===== src/sv/chwm_pkg.sv =====
// Shared types, constants and helper functions of the circular heading window mean unit.
package chwm_pkg;

    // Datapath width of the shared CORDIC unit. Sized for the largest window (256 entries):
    // a sum of 2^23 scaled by 2^20 and grown by the vectoring gain still fits.
    localparam int CW       = 48;
    // Angle accumulator width; angles are binary, 2^32 per turn, two guard bits.
    localparam int ZW       = 34;
    localparam int ITERS    = 16;
    localparam int ITER_W   = 4;
    localparam int HEAD_W   = 16;
    localparam int Q15_W    = 16;
    localparam int ANG_FULL = 36000;

    typedef logic signed [CW-1:0]    cval_t;
    typedef logic signed [ZW-1:0]    zval_t;
    typedef logic signed [Q15_W-1:0] q15_t;
    typedef logic [ITER_W-1:0]       iter_t;

    typedef struct packed {
        logic start;
        logic rot;
    } cordic_cmd_t;

    typedef struct packed {
        logic busy;
        logic done;
    } cordic_sts_t;

    // Arctangent of 2^-i as a binary angle, 2^32 per turn.
    function automatic logic [31:0] atan_lut(input iter_t idx);
        logic [31:0] a;
        case (idx)
            4'd0:    a = 32'h2000_0000;
            4'd1:    a = 32'h12E4_051E;
            4'd2:    a = 32'h09FB_385B;
            4'd3:    a = 32'h0511_11D4;
            4'd4:    a = 32'h028B_0D43;
            4'd5:    a = 32'h0145_D7E1;
            4'd6:    a = 32'h00A2_F61E;
            4'd7:    a = 32'h0051_7C55;
            4'd8:    a = 32'h0028_BE53;
            4'd9:    a = 32'h0014_5F2F;
            4'd10:   a = 32'h000A_2F98;
            4'd11:   a = 32'h0005_17CC;
            4'd12:   a = 32'h0002_8BE6;
            4'd13:   a = 32'h0001_45F3;
            4'd14:   a = 32'h0000_A2FA;
            4'd15:   a = 32'h0000_517D;
            default: a = 32'h0000_0000;
        endcase
        return a;
    endfunction

    // Rounds a value with unity at 2^30 to Q1.15 and saturates.
    function automatic q15_t to_q15(input cval_t v);
        cval_t t;
        q15_t  r;
        t = (v + cval_t'(16384)) >>> 15;
        if (t > cval_t'(32767)) begin
            r = 16'sh7FFF;
        end
        else if (t < -cval_t'(32768)) begin
            r = 16'sh8000;
        end
        else begin
            r = q15_t'(t);
        end
        return r;
    endfunction

endpackage


===== src/sv/chwm_cordic.sv =====
// Shared CORDIC unit: one micro-rotation per cycle, in rotation or vectoring mode.
module chwm_cordic
    import chwm_pkg::*;
(
    input  logic        clk,
    input  logic        rst_n,
    input  cordic_cmd_t cmd,
    input  cval_t       x_init,
    input  cval_t       y_init,
    input  zval_t       z_init,
    output cordic_sts_t sts,
    output cval_t       x_res,
    output cval_t       y_res,
    output zval_t       z_res
);

    cval_t x_reg, y_reg;
    zval_t z_reg;
    iter_t iter_reg;
    logic  busy_reg, done_reg, rot_reg;

    cval_t x_sh, y_sh, x_next, y_next;
    zval_t z_next, a_step;
    logic  ccw;

    // Both modes turn the vector anticlockwise under the same condition pattern, so one
    // adder set serves both; only the direction decision differs.
    always_comb
    begin
        x_sh   = x_reg >>> iter_reg;
        y_sh   = y_reg >>> iter_reg;
        a_step = zval_t'({2'b00, atan_lut(iter_reg)});
        ccw    = rot_reg ? !z_reg[ZW-1] : (y_reg[CW-1] || (y_reg == '0));
        if (ccw) begin
            x_next = x_reg - y_sh;
            y_next = y_reg + x_sh;
            z_next = z_reg - a_step;
        end
        else begin
            x_next = x_reg + y_sh;
            y_next = y_reg - x_sh;
            z_next = z_reg + a_step;
        end
    end

    always_ff @(posedge clk or negedge rst_n)
    begin
        if (!rst_n) begin
            busy_reg <= 1'b0;
            done_reg <= 1'b0;
            iter_reg <= '0;
            rot_reg  <= 1'b0;
        end
        else if (cmd.start) begin
            busy_reg <= 1'b1;
            done_reg <= 1'b0;
            iter_reg <= '0;
            rot_reg  <= cmd.rot;
        end
        else if (busy_reg) begin
            iter_reg <= iter_reg + iter_t'(1);
            if (iter_reg == iter_t'(ITERS - 1)) begin
                busy_reg <= 1'b0;
                done_reg <= 1'b1;
            end
        end
    end

    always_ff @(posedge clk)
    begin
        if (cmd.start) begin
            x_reg <= x_init;
            y_reg <= y_init;
            z_reg <= z_init;
        end
        else if (busy_reg) begin
            x_reg <= x_next;
            y_reg <= y_next;
            z_reg <= z_next;
        end
    end

    assign sts.busy = busy_reg;
    assign sts.done = done_reg;
    assign x_res    = x_reg;
    assign y_res    = y_reg;
    assign z_res    = z_reg;

endmodule


===== src/sv/circular_heading_window_mean_unit.sv =====
// Top level of the circular heading window mean unit: sequencer, ring memory and sums.
//
//  Channel | Handshake             | Payload                        | Direction
//  --------+-----------------------+--------------------------------+----------
//  input   | in_valid / in_ready   | heading_in[15:0], in_invalid   | into block
//  output  | out_valid / out_ready | mean_heading[15:0]             | out of block
//
// A valid heading passes through the sequencer in order: the binary phase is formed, the
// shared CORDIC unit rotates, the unit vector is rounded and accumulated, the CORDIC unit
// vectors the sums, and the angle is converted and loaded; a zero summed vector skips vectoring.
// An invalid item goes from idle straight to the done state. in_ready is high only while idle,
// so an item is taken only once the last one has gone to the output; a result not yet taken holds
// the next one in the sequencer. Reset clears sums, slot and ring valid bits; ready at once.
module circular_heading_window_mean_unit
    import chwm_pkg::*;
#(
    parameter int WINDOW = 32
)
(
    input  logic                clk,
    input  logic                rst_n,
    input  logic                in_valid,
    output logic                in_ready,
    input  logic [HEAD_W-1:0]   heading_in,
    input  logic                in_invalid,
    output logic                out_valid,
    input  logic                out_ready,
    output logic [HEAD_W-1:0]   mean_heading
);

    localparam int SLOT_W = $clog2(WINDOW);
    // Sum of WINDOW Q1.15 values, with a sign bit and one bit of headroom.
    localparam int SUM_W  = $clog2(WINDOW) + 17;
    localparam int MUL_W  = 49;

    // 36000 = 2^5 * 1125, so the phase h * 2^32 / 36000 is h * 2^27 / 1125. The reciprocal
    // below carries 16 fraction bits; for h under 2^16 the estimate is low by at most one.
    localparam logic [32:0] PH_RECIP = 33'((64'd1 << 43) / 64'd1125);
    localparam logic [10:0] PH_DIV   = 11'd1125;

    // Sequencer states.
    localparam logic [3:0] S_IDLE   = 4'd0;
    localparam logic [3:0] S_MUL1   = 4'd1;
    localparam logic [3:0] S_MUL2   = 4'd2;
    localparam logic [3:0] S_PHASE  = 4'd3;
    localparam logic [3:0] S_ROT    = 4'd4;
    localparam logic [3:0] S_Q15    = 4'd5;
    localparam logic [3:0] S_ACC    = 4'd6;
    localparam logic [3:0] S_VSTART = 4'd7;
    localparam logic [3:0] S_VEC    = 4'd8;
    localparam logic [3:0] S_CONV1  = 4'd9;
    localparam logic [3:0] S_CONV2  = 4'd10;
    localparam logic [3:0] S_DONE   = 4'd11;

    logic [3:0] state_reg, state_next;

    // Ring of unit vectors. Entries that have never been written read as zero through
    // their valid bit, which reset clears.
    q15_t ring_cos_mem [WINDOW];
    q15_t ring_sin_mem [WINDOW];
    logic [WINDOW-1:0] vld_reg;
    q15_t rd_cos_reg, rd_sin_reg;
    logic rd_vld_reg;

    logic [SLOT_W-1:0] slot_reg;
    logic signed [SUM_W-1:0] sum_cos_reg, sum_sin_reg;

    // Per-item working registers.
    logic [HEAD_W-1:0] h_reg;
    logic [MUL_W-1:0]  mul_reg;
    logic [31:0]       q_reg;
    logic              flip_reg;
    q15_t              c_reg, s_reg;
    logic [HEAD_W-1:0] res_reg;

    logic              out_valid_reg;
    logic [HEAD_W-1:0] out_data_reg;

    // Shared CORDIC unit.
    cordic_cmd_t cmd;
    cordic_sts_t sts;
    cval_t       x_init, y_init, x_res, y_res;
    zval_t       z_init, z_res;

    logic              accept;
    logic              out_load;
    logic [HEAD_W-1:0] h_wrapped;
    logic [42:0]       rem;
    logic [31:0]       ph_raw, ph_fold;
    logic              ph_flip;
    cval_t             xv, yv, sx_ext, sy_ext;
    logic signed [SUM_W-1:0] old_cos, old_sin;
    logic [MUL_W-1:0]  conv_sum;
    logic [HEAD_W-1:0] cd;
    logic              sums_zero;

    assign in_ready = (state_reg == S_IDLE);
    assign accept   = in_valid && in_ready;
    assign out_load = (state_reg == S_DONE) && (!out_valid_reg || out_ready);

    always_comb
    begin
        // A heading above the nominal range wraps once; 65535 is below 2 * 36000.
        if (heading_in >= HEAD_W'(ANG_FULL)) begin
            h_wrapped = heading_in - HEAD_W'(ANG_FULL);
        end
        else begin
            h_wrapped = heading_in;
        end

        // Remainder check lifts the reciprocal estimate to the exact floor.
        rem    = {h_reg, 27'b0} - mul_reg[42:0];
        ph_raw = (rem >= 43'(PH_DIV)) ? (q_reg + 32'd1) : q_reg;
        // Headings between 90 and 270 degrees are rotated by half a turn and the result
        // negated afterwards, which keeps the rotation inside the CORDIC's reach.
        ph_flip = (ph_raw[31:30] == 2'b01) || (ph_raw[31:30] == 2'b10);
        ph_fold = ph_flip ? (ph_raw ^ 32'h8000_0000) : ph_raw;

        xv = flip_reg ? -x_res : x_res;
        yv = flip_reg ? -y_res : y_res;

        old_cos = rd_vld_reg ? SUM_W'(rd_cos_reg) : '0;
        old_sin = rd_vld_reg ? SUM_W'(rd_sin_reg) : '0;

        sx_ext    = CW'(sum_cos_reg) <<< 20;
        sy_ext    = CW'(sum_sin_reg) <<< 20;
        sums_zero = (sum_cos_reg == '0) && (sum_sin_reg == '0);

        // Round the scaled angle to hundredths of a degree; a full turn folds to zero.
        conv_sum = mul_reg + MUL_W'(64'h8000_0000);
        cd       = conv_sum[47:32];

        cmd.start = 1'b0;
        cmd.rot   = 1'b0;
        x_init    = cval_t'(652032874);
        y_init    = '0;
        z_init    = zval_t'($signed(ph_fold));
        if (state_reg == S_PHASE) begin
            cmd.start = 1'b1;
            cmd.rot   = 1'b1;
        end
        else if ((state_reg == S_VSTART) && !sums_zero) begin
            cmd.start = 1'b1;
            // The left half-plane is mirrored and the angle starts at half a turn.
            if (sum_cos_reg[SUM_W-1]) begin
                x_init = -sx_ext;
                y_init = -sy_ext;
                z_init = zval_t'(34'h0_8000_0000);
            end
            else begin
                x_init = sx_ext;
                y_init = sy_ext;
                z_init = '0;
            end
        end
    end

    always_comb
    begin
        state_next = state_reg;
        case (state_reg)
            S_IDLE:
            begin
                if (accept) begin
                    state_next = in_invalid ? S_DONE : S_MUL1;
                end
            end
            S_MUL1:   state_next = S_MUL2;
            S_MUL2:   state_next = S_PHASE;
            S_PHASE:  state_next = S_ROT;
            S_ROT:
            begin
                if (sts.done) begin
                    state_next = S_Q15;
                end
            end
            S_Q15:    state_next = S_ACC;
            S_ACC:    state_next = S_VSTART;
            S_VSTART: state_next = sums_zero ? S_DONE : S_VEC;
            S_VEC:
            begin
                if (sts.done) begin
                    state_next = S_CONV1;
                end
            end
            S_CONV1:  state_next = S_CONV2;
            S_CONV2:  state_next = S_DONE;
            S_DONE:
            begin
                if (out_load) begin
                    state_next = S_IDLE;
                end
            end
            default:  state_next = S_IDLE;
        endcase
    end

    chwm_cordic u_cordic (
        .clk    (clk),
        .rst_n  (rst_n),
        .cmd    (cmd),
        .x_init (x_init),
        .y_init (y_init),
        .z_init (z_init),
        .sts    (sts),
        .x_res  (x_res),
        .y_res  (y_res),
        .z_res  (z_res)
    );

    // Control state.
    always_ff @(posedge clk or negedge rst_n)
    begin
        if (!rst_n) begin
            state_reg     <= S_IDLE;
            slot_reg      <= '0;
            sum_cos_reg   <= '0;
            sum_sin_reg   <= '0;
            vld_reg       <= '0;
            out_valid_reg <= 1'b0;
        end
        else begin
            state_reg <= state_next;
            if (state_reg == S_ACC) begin
                sum_cos_reg       <= sum_cos_reg + SUM_W'(c_reg) - old_cos;
                sum_sin_reg       <= sum_sin_reg + SUM_W'(s_reg) - old_sin;
                vld_reg[slot_reg] <= 1'b1;
                if (slot_reg == SLOT_W'(WINDOW - 1)) begin
                    slot_reg <= '0;
                end
                else begin
                    slot_reg <= slot_reg + SLOT_W'(1);
                end
            end
            if (out_load) begin
                out_valid_reg <= 1'b1;
            end
            else if (out_ready) begin
                out_valid_reg <= 1'b0;
            end
        end
    end

    // Ring memory: one read and one write port, read data registered.
    always_ff @(posedge clk)
    begin
        if (state_reg == S_MUL1) begin
            rd_cos_reg <= ring_cos_mem[slot_reg];
            rd_sin_reg <= ring_sin_mem[slot_reg];
            rd_vld_reg <= vld_reg[slot_reg];
        end
        if (state_reg == S_ACC) begin
            ring_cos_mem[slot_reg] <= c_reg;
            ring_sin_mem[slot_reg] <= s_reg;
        end
    end

    // Working registers along the sequence.
    always_ff @(posedge clk)
    begin
        case (state_reg)
            S_IDLE:
            begin
                h_reg   <= h_wrapped;
                res_reg <= '0;
            end
            S_MUL1:   mul_reg <= MUL_W'(h_reg) * MUL_W'(PH_RECIP);
            S_MUL2:
            begin
                q_reg   <= mul_reg[47:16];
                mul_reg <= MUL_W'(mul_reg[47:16]) * MUL_W'(PH_DIV);
            end
            S_PHASE:  flip_reg <= ph_flip;
            S_Q15:
            begin
                c_reg <= to_q15(xv);
                s_reg <= to_q15(yv);
            end
            S_VSTART: res_reg <= '0;
            S_CONV1:  mul_reg <= MUL_W'(z_res[31:0]) * MUL_W'(ANG_FULL);
            S_CONV2:  res_reg <= (cd >= HEAD_W'(ANG_FULL)) ? '0 : cd;
            default:
            begin
                res_reg <= res_reg;
            end
        endcase
        if (out_load) begin
            out_data_reg <= res_reg;
        end
    end

    assign out_valid    = out_valid_reg;
    assign mean_heading = out_data_reg;

`ifndef SYNTH
    // An invalid item must leave the running sums alone.
    a_invalid_keeps_sums: assert property (@(posedge clk) disable iff (!rst_n)
        accept && in_invalid |=> $stable(sum_cos_reg) && $stable(sum_sin_reg))
        else $error("invalid item changed the running sums");

    // The CORDIC unit is never restarted while it is still iterating.
    a_cordic_free_on_start: assert property (@(posedge clk) disable iff (!rst_n)
        cmd.start |-> !sts.busy)
        else $error("CORDIC started while busy");

    // The sums always lie within the range of a sum of WINDOW Q1.15 entries.
    a_sum_bound: assert property (@(posedge clk) disable iff (!rst_n)
        (sum_cos_reg <= WINDOW * 32767) && (sum_cos_reg >= -(WINDOW * 32768)) &&
        (sum_sin_reg <= WINDOW * 32767) && (sum_sin_reg >= -(WINDOW * 32768)))
        else $error("running sum out of range");

    // A delivered mean heading lies below a full turn.
    a_result_range: assert property (@(posedge clk) disable iff (!rst_n)
        out_valid |-> (mean_heading < HEAD_W'(ANG_FULL)))
        else $error("mean heading out of range");
`endif

endmodule

===== config.mk =====
export PLATFORM = sky130hd
export DESIGN_NAME = circular_heading_window_mean_unit
export DESIGN_NICKNAME = d
export VERILOG_FILES = /design/src/sv/chwm_pkg.sv /design/src/sv/chwm_cordic.sv /design/src/sv/circular_heading_window_mean_unit.sv
export SDC_FILE = /design/constraint.sdc
export NUM_CORES = 2
export LEC_CHECK = 0
export BUFFER_PORTS_ARGS = -buffer_cell sky130_fd_sc_hd__buf_2
export CORE_AREA = 3 3 356 622
export DETAILED_ROUTE_END_ITERATION = 10
export DIE_AREA = 0 0 359 625
export RECOVER_POWER = 100
export REMOVE_ABC_BUFFERS = 1
export SYNTH_ARGS = -nofsm -noshare
export SYNTH_HDL_FRONTEND = slang
export SYNTH_SLANG_ARGS = --single-unit

===== constraint.sdc =====
create_clock -name clk -period 20.8 [get_ports clk]
set_clock_uncertainty 0.1 [all_clocks]
set_input_delay 3.12 -clock clk [delete_from_list [all_inputs] [get_ports clk]]
set_output_delay 3.12 -clock clk [all_outputs]
set_load 0.01 [all_outputs]

==> reports/results.md <==
### Outcome
• **outcome** finished with violations
• **violations in the final reports** max-capacitance violations, max-slew violations

### Placement
• **placed wire-length estimate after detailed placement** 221 mm
• **area after detailed placement** 101000 um2
• **final weighted congestion in routability-driven placement** 1.00
• **IO buf count** 38

### Synth
• **synthesized area divided by synthesized cell count** 12.1 um2
• **area of the mapped netlist** 97300 um2
• **Post-Syn Instances** 8068
• **Async SR Flop Fraction** 6.45%
• **number of synthesis warnings** 0
• **register area share after synthesis** 44.0%
• **area share of the largest cell type after synthesis** 41.6%
• **Yosys reg bits** 1441
• **ranking of synthesized cells by area** sky130_fd_sc_hd__edfxtp_1 (42%), sky130_fd_sc_hd__ha_1 (9.4%), sky130_fd_sc_hd__mux4_2 (8.8%), sky130_fd_sc_hd__fa_1 (7.0%), sky130_fd_sc_hd__inv_1 (3.2%)
• **count of different cell masters after synthesis** 106
• **predominant post-synthesis flop cell** sky130_fd_sc_hd__edfxtp_1
• **leading area contributor after synthesis** sky130_fd_sc_hd__edfxtp_1
• **number of synthesized flops with an enable pin** 1348

### Setup path
• **type of destination of the critical path** register
• **flop2flop setup slack** 7810 ps
• **Worst Setup Path Type** register to register
• **terminus of the critical flop-to-flop path** ring_cos_mem[3][1]
• **Crit path arrival time** 13270 ps
• **r2r worst-path depth** 5
• **startpoint of the lowest-slack register-to-register path** slot_reg[0]
• **sort of element at the start of the critical path** register
• **Crit path required time** 21080 ps
• **top fanout value on the critical path** 89

### Timing
• **final worst path period share** 62.4%
• **slew margin rel.** -401%
• **endpoints failing setup** 0
• **final-report hold violation count** 0
• **total negative slack for setup checks** 0 ps
• **pins over their slew limit** 2454
• **Max Clock Freq** 77.0 MHz
• **worst hold-check slack** 316 ps
• **Worst Tran Pin Value** 7520 ps
• **Final min period** 12990 ps
• **unrepaired setup endpoints after global routing** false

### CTS
• **number of sinks handled by clock tree synthesis** 1441
• **CTS H-Tree Depth** 4
• **clock transition at the registers of the reported paths** 70 ps
• **Post-CTS Setup Inserts** 0
• **clock network latency to the later pin of the worst-skew pair** 820 ps
• **CTS tree** done
• **worst-case clock buffer depth** 4
• **clock root cell** sky130_fd_sc_hd__clkbuf_16
• **hold-fix buffers at CTS** 0
• **count of instances resized after the clock tree is built** 0
• **total clock buffers created by CTS** 147

### Hold path
• **Hold WC Path Type** register to register
• **hold-critical path depth** 0
• **Hold Crit Start** res_reg[13]
• **end point of the worst hold path** mean_heading[13]

### Route
• **sum of routed wire length over all layers** 305 mm
• **DR WL met3** 13.3 mm
• **final routed wire length divided by cell count** 27.7 um
• **highest routed layer** met5
• **remaining antenna violation count after routing** 0
• **detailed-router iteration count before antenna repair** 8
• **DR WL met2** 165 mm
• **Starting DRT DRC Count** 5032
• **average via count per standard cell** 6.08
• **overall via count from detail_route** 67000
• **met1 layer wirelength in the final routing** 99.4 mm
• **DRC Markers** 0

### Final layout
• **biggest regs** ring_cos_mem: 512 flops, ring_sin_mem: 512 flops
• **layout overhead on the synthesized area** 7.87%
• **share of final-layout standard cells stronger than drive strength 1** 10.3%
• **fin nets** 9146
• **post-route design area** 105000 um2

### Global route
• **global-route usage over all layers** 26.9%
• **number of antenna violations at the first check in global routing** 10
• **first-pass GRT wire length** 450 mm
• **GR Overflow Total** 0
• **vias in the first global route** 69600
• **maximum number of pins on one net before global-route repair** 90

### Die
• **starting utilization of the core area** 44.9%
• **floorplan die height** 625 um
• **die area** 224000 um2
• **placeable core region** 217000 um2
• **Die W** 359 um
• **number of core rows** 226
• **Top Ports** 39

### Job
• **max-capacitance violation count** 94

## placed cells by master (no fill, tap or decap), types with 50 or more instances in the layout
cell type	count
sky130_fd_sc_hd__nand2_1	434
sky130_fd_sc_hd__nor3_1	113
sky130_fd_sc_hd__xor2_1	248
sky130_fd_sc_hd__o21ai_0	355
sky130_fd_sc_hd__and2_1	74
sky130_fd_sc_hd__ha_1	734
sky130_fd_sc_hd__nand2b_1	63
sky130_fd_sc_hd__nor2_1	390
sky130_fd_sc_hd__inv_1	841
sky130_fd_sc_hd__clkbuf_16	149
sky130_fd_sc_hd__a31oi_1	60
sky130_fd_sc_hd__nor4_1	50
sky130_fd_sc_hd__o22ai_1	79
sky130_fd_sc_hd__nor2b_1	66
sky130_fd_sc_hd__nand3_1	127
sky130_fd_sc_hd__and3_1	70
sky130_fd_sc_hd__fa_1	341
sky130_fd_sc_hd__nand4_1	99
sky130_fd_sc_hd__mux2i_1	75
sky130_fd_sc_hd__buf_4	59
sky130_fd_sc_hd__clkbuf_1	122
sky130_fd_sc_hd__a21oi_1	351
sky130_fd_sc_hd__a22oi_1	160
sky130_fd_sc_hd__a21o_1	131
sky130_fd_sc_hd__xnor2_1	337
sky130_fd_sc_hd__mux4_2	382
sky130_fd_sc_hd__or2_2	58
sky130_fd_sc_hd__o31ai_1	63
sky130_fd_sc_hd__dfrtp_1	88
sky130_fd_sc_hd__o21a_1	51
sky130_fd_sc_hd__edfxtp_1	1348
## cell type report
class / instances / area [um2]
clock buffer: 180 / 3850
multi-input combinational: 5447 / 50000
inverter: 844 / 3170
timing repair buffer: 169 / 878
tap: 2850 / 3570
clock inverter: 77 / 673
fill: 19400 / 112000
antenna: 6 / 15.0
sequential: 1441 / 42800
## per-layer routing
metal,GRT usage [%],up-vias
met5,0,-
li1,-,29800
met4,19.8,6
met1,26.3,34100
met2,51.2,2115
met3,3.66,906
## worst max-delay path, stage by stage (launching register included)
cell                       delay, ps
sky130_fd_sc_hd__dfrtp_1        2170
sky130_fd_sc_hd__clkbuf_1       5360
sky130_fd_sc_hd__ha_1            800
sky130_fd_sc_hd__nand2_1         280
sky130_fd_sc_hd__nor2_1         2480
sky130_fd_sc_hd__clkbuf_1       1260
## worst max-delay path by stage
stage / from / endpoint / slack [ps] / cells after the start
after floorplan: slot_reg[0] / ring_cos_mem[11][0] / 7980 / 3
after global placement: u_cordic.y_res[12] / u_cordic.y_res[45] / 11640 / 24
after detailed placement: u_cordic.y_res[12] / u_cordic.y_res[45] / 11590 / 24
after CTS: u_cordic.y_res[12] / u_cordic.y_res[45] / 11560 / 24
after global routing: slot_reg[0] / ring_sin_mem[3][8] / 6380 / 5
final: slot_reg[0] / ring_cos_mem[3][1] / 7810 / 5
## cells in the mapped netlist (61+ instances only)
cell / count
sky130_fd_sc_hd__inv_1: 842
sky130_fd_sc_hd__nand2_1: 435
sky130_fd_sc_hd__dfrtp_1: 93
sky130_fd_sc_hd__mux2i_1: 75
sky130_fd_sc_hd__nand4_1: 99
sky130_fd_sc_hd__o22ai_1: 79
sky130_fd_sc_hd__mux4_2: 382
sky130_fd_sc_hd__nand3_1: 128
sky130_fd_sc_hd__o31ai_1: 64
sky130_fd_sc_hd__edfxtp_1: 1348
sky130_fd_sc_hd__ha_1: 734
sky130_fd_sc_hd__nor2_1: 394
sky130_fd_sc_hd__clkbuf_1: 230
sky130_fd_sc_hd__xor2_1: 248
sky130_fd_sc_hd__o21ai_0: 356
sky130_fd_sc_hd__nand2b_1: 63
sky130_fd_sc_hd__and3_1: 71
sky130_fd_sc_hd__and2_1: 84
sky130_fd_sc_hd__nor3_1: 114
sky130_fd_sc_hd__a21oi_1: 351
sky130_fd_sc_hd__a22oi_1: 160
sky130_fd_sc_hd__xnor2_1: 337
sky130_fd_sc_hd__nor2b_1: 66
sky130_fd_sc_hd__fa_1: 341
sky130_fd_sc_hd__buf_1: 61
sky130_fd_sc_hd__a21o_1: 132
## cells by family (layout without fill, tap and decap cells)
kind of cell	after synthesis	in the layout	share of synthesized area (%)
XOR/XNOR	585	585	5.27
AO/OA/AOI/OAI	1553	1553	10.4
buffers and inverters	1180	1270	4.71
other	0	6	0
AND/OR/NAND/NOR	1730	1730	9.00
flip-flops	1441	1441	44.0
adder cells (fa/ha/maj)	1075	1075	16.5
multiplexers	504	504	10.2
## per-stage QoR
stage / worst slack, ps / utilization, % / cells
4_1_cts: 11560 / 48.7 / 11000
3_5_place_dp: 11590 / 46.6 / 10800
2_1_floorplan: 7980 / - / 7732
6_report: 7810 / 48.5 / 11000
5_1_grt: 6380 / 48.5 / 11000
3_3_place_gp: 11640 / 46.6 / 10800
Power is left out: the tool's default activity adds up to more than one toggle a clock period on the data nets, which glitch-free logic cannot reach.
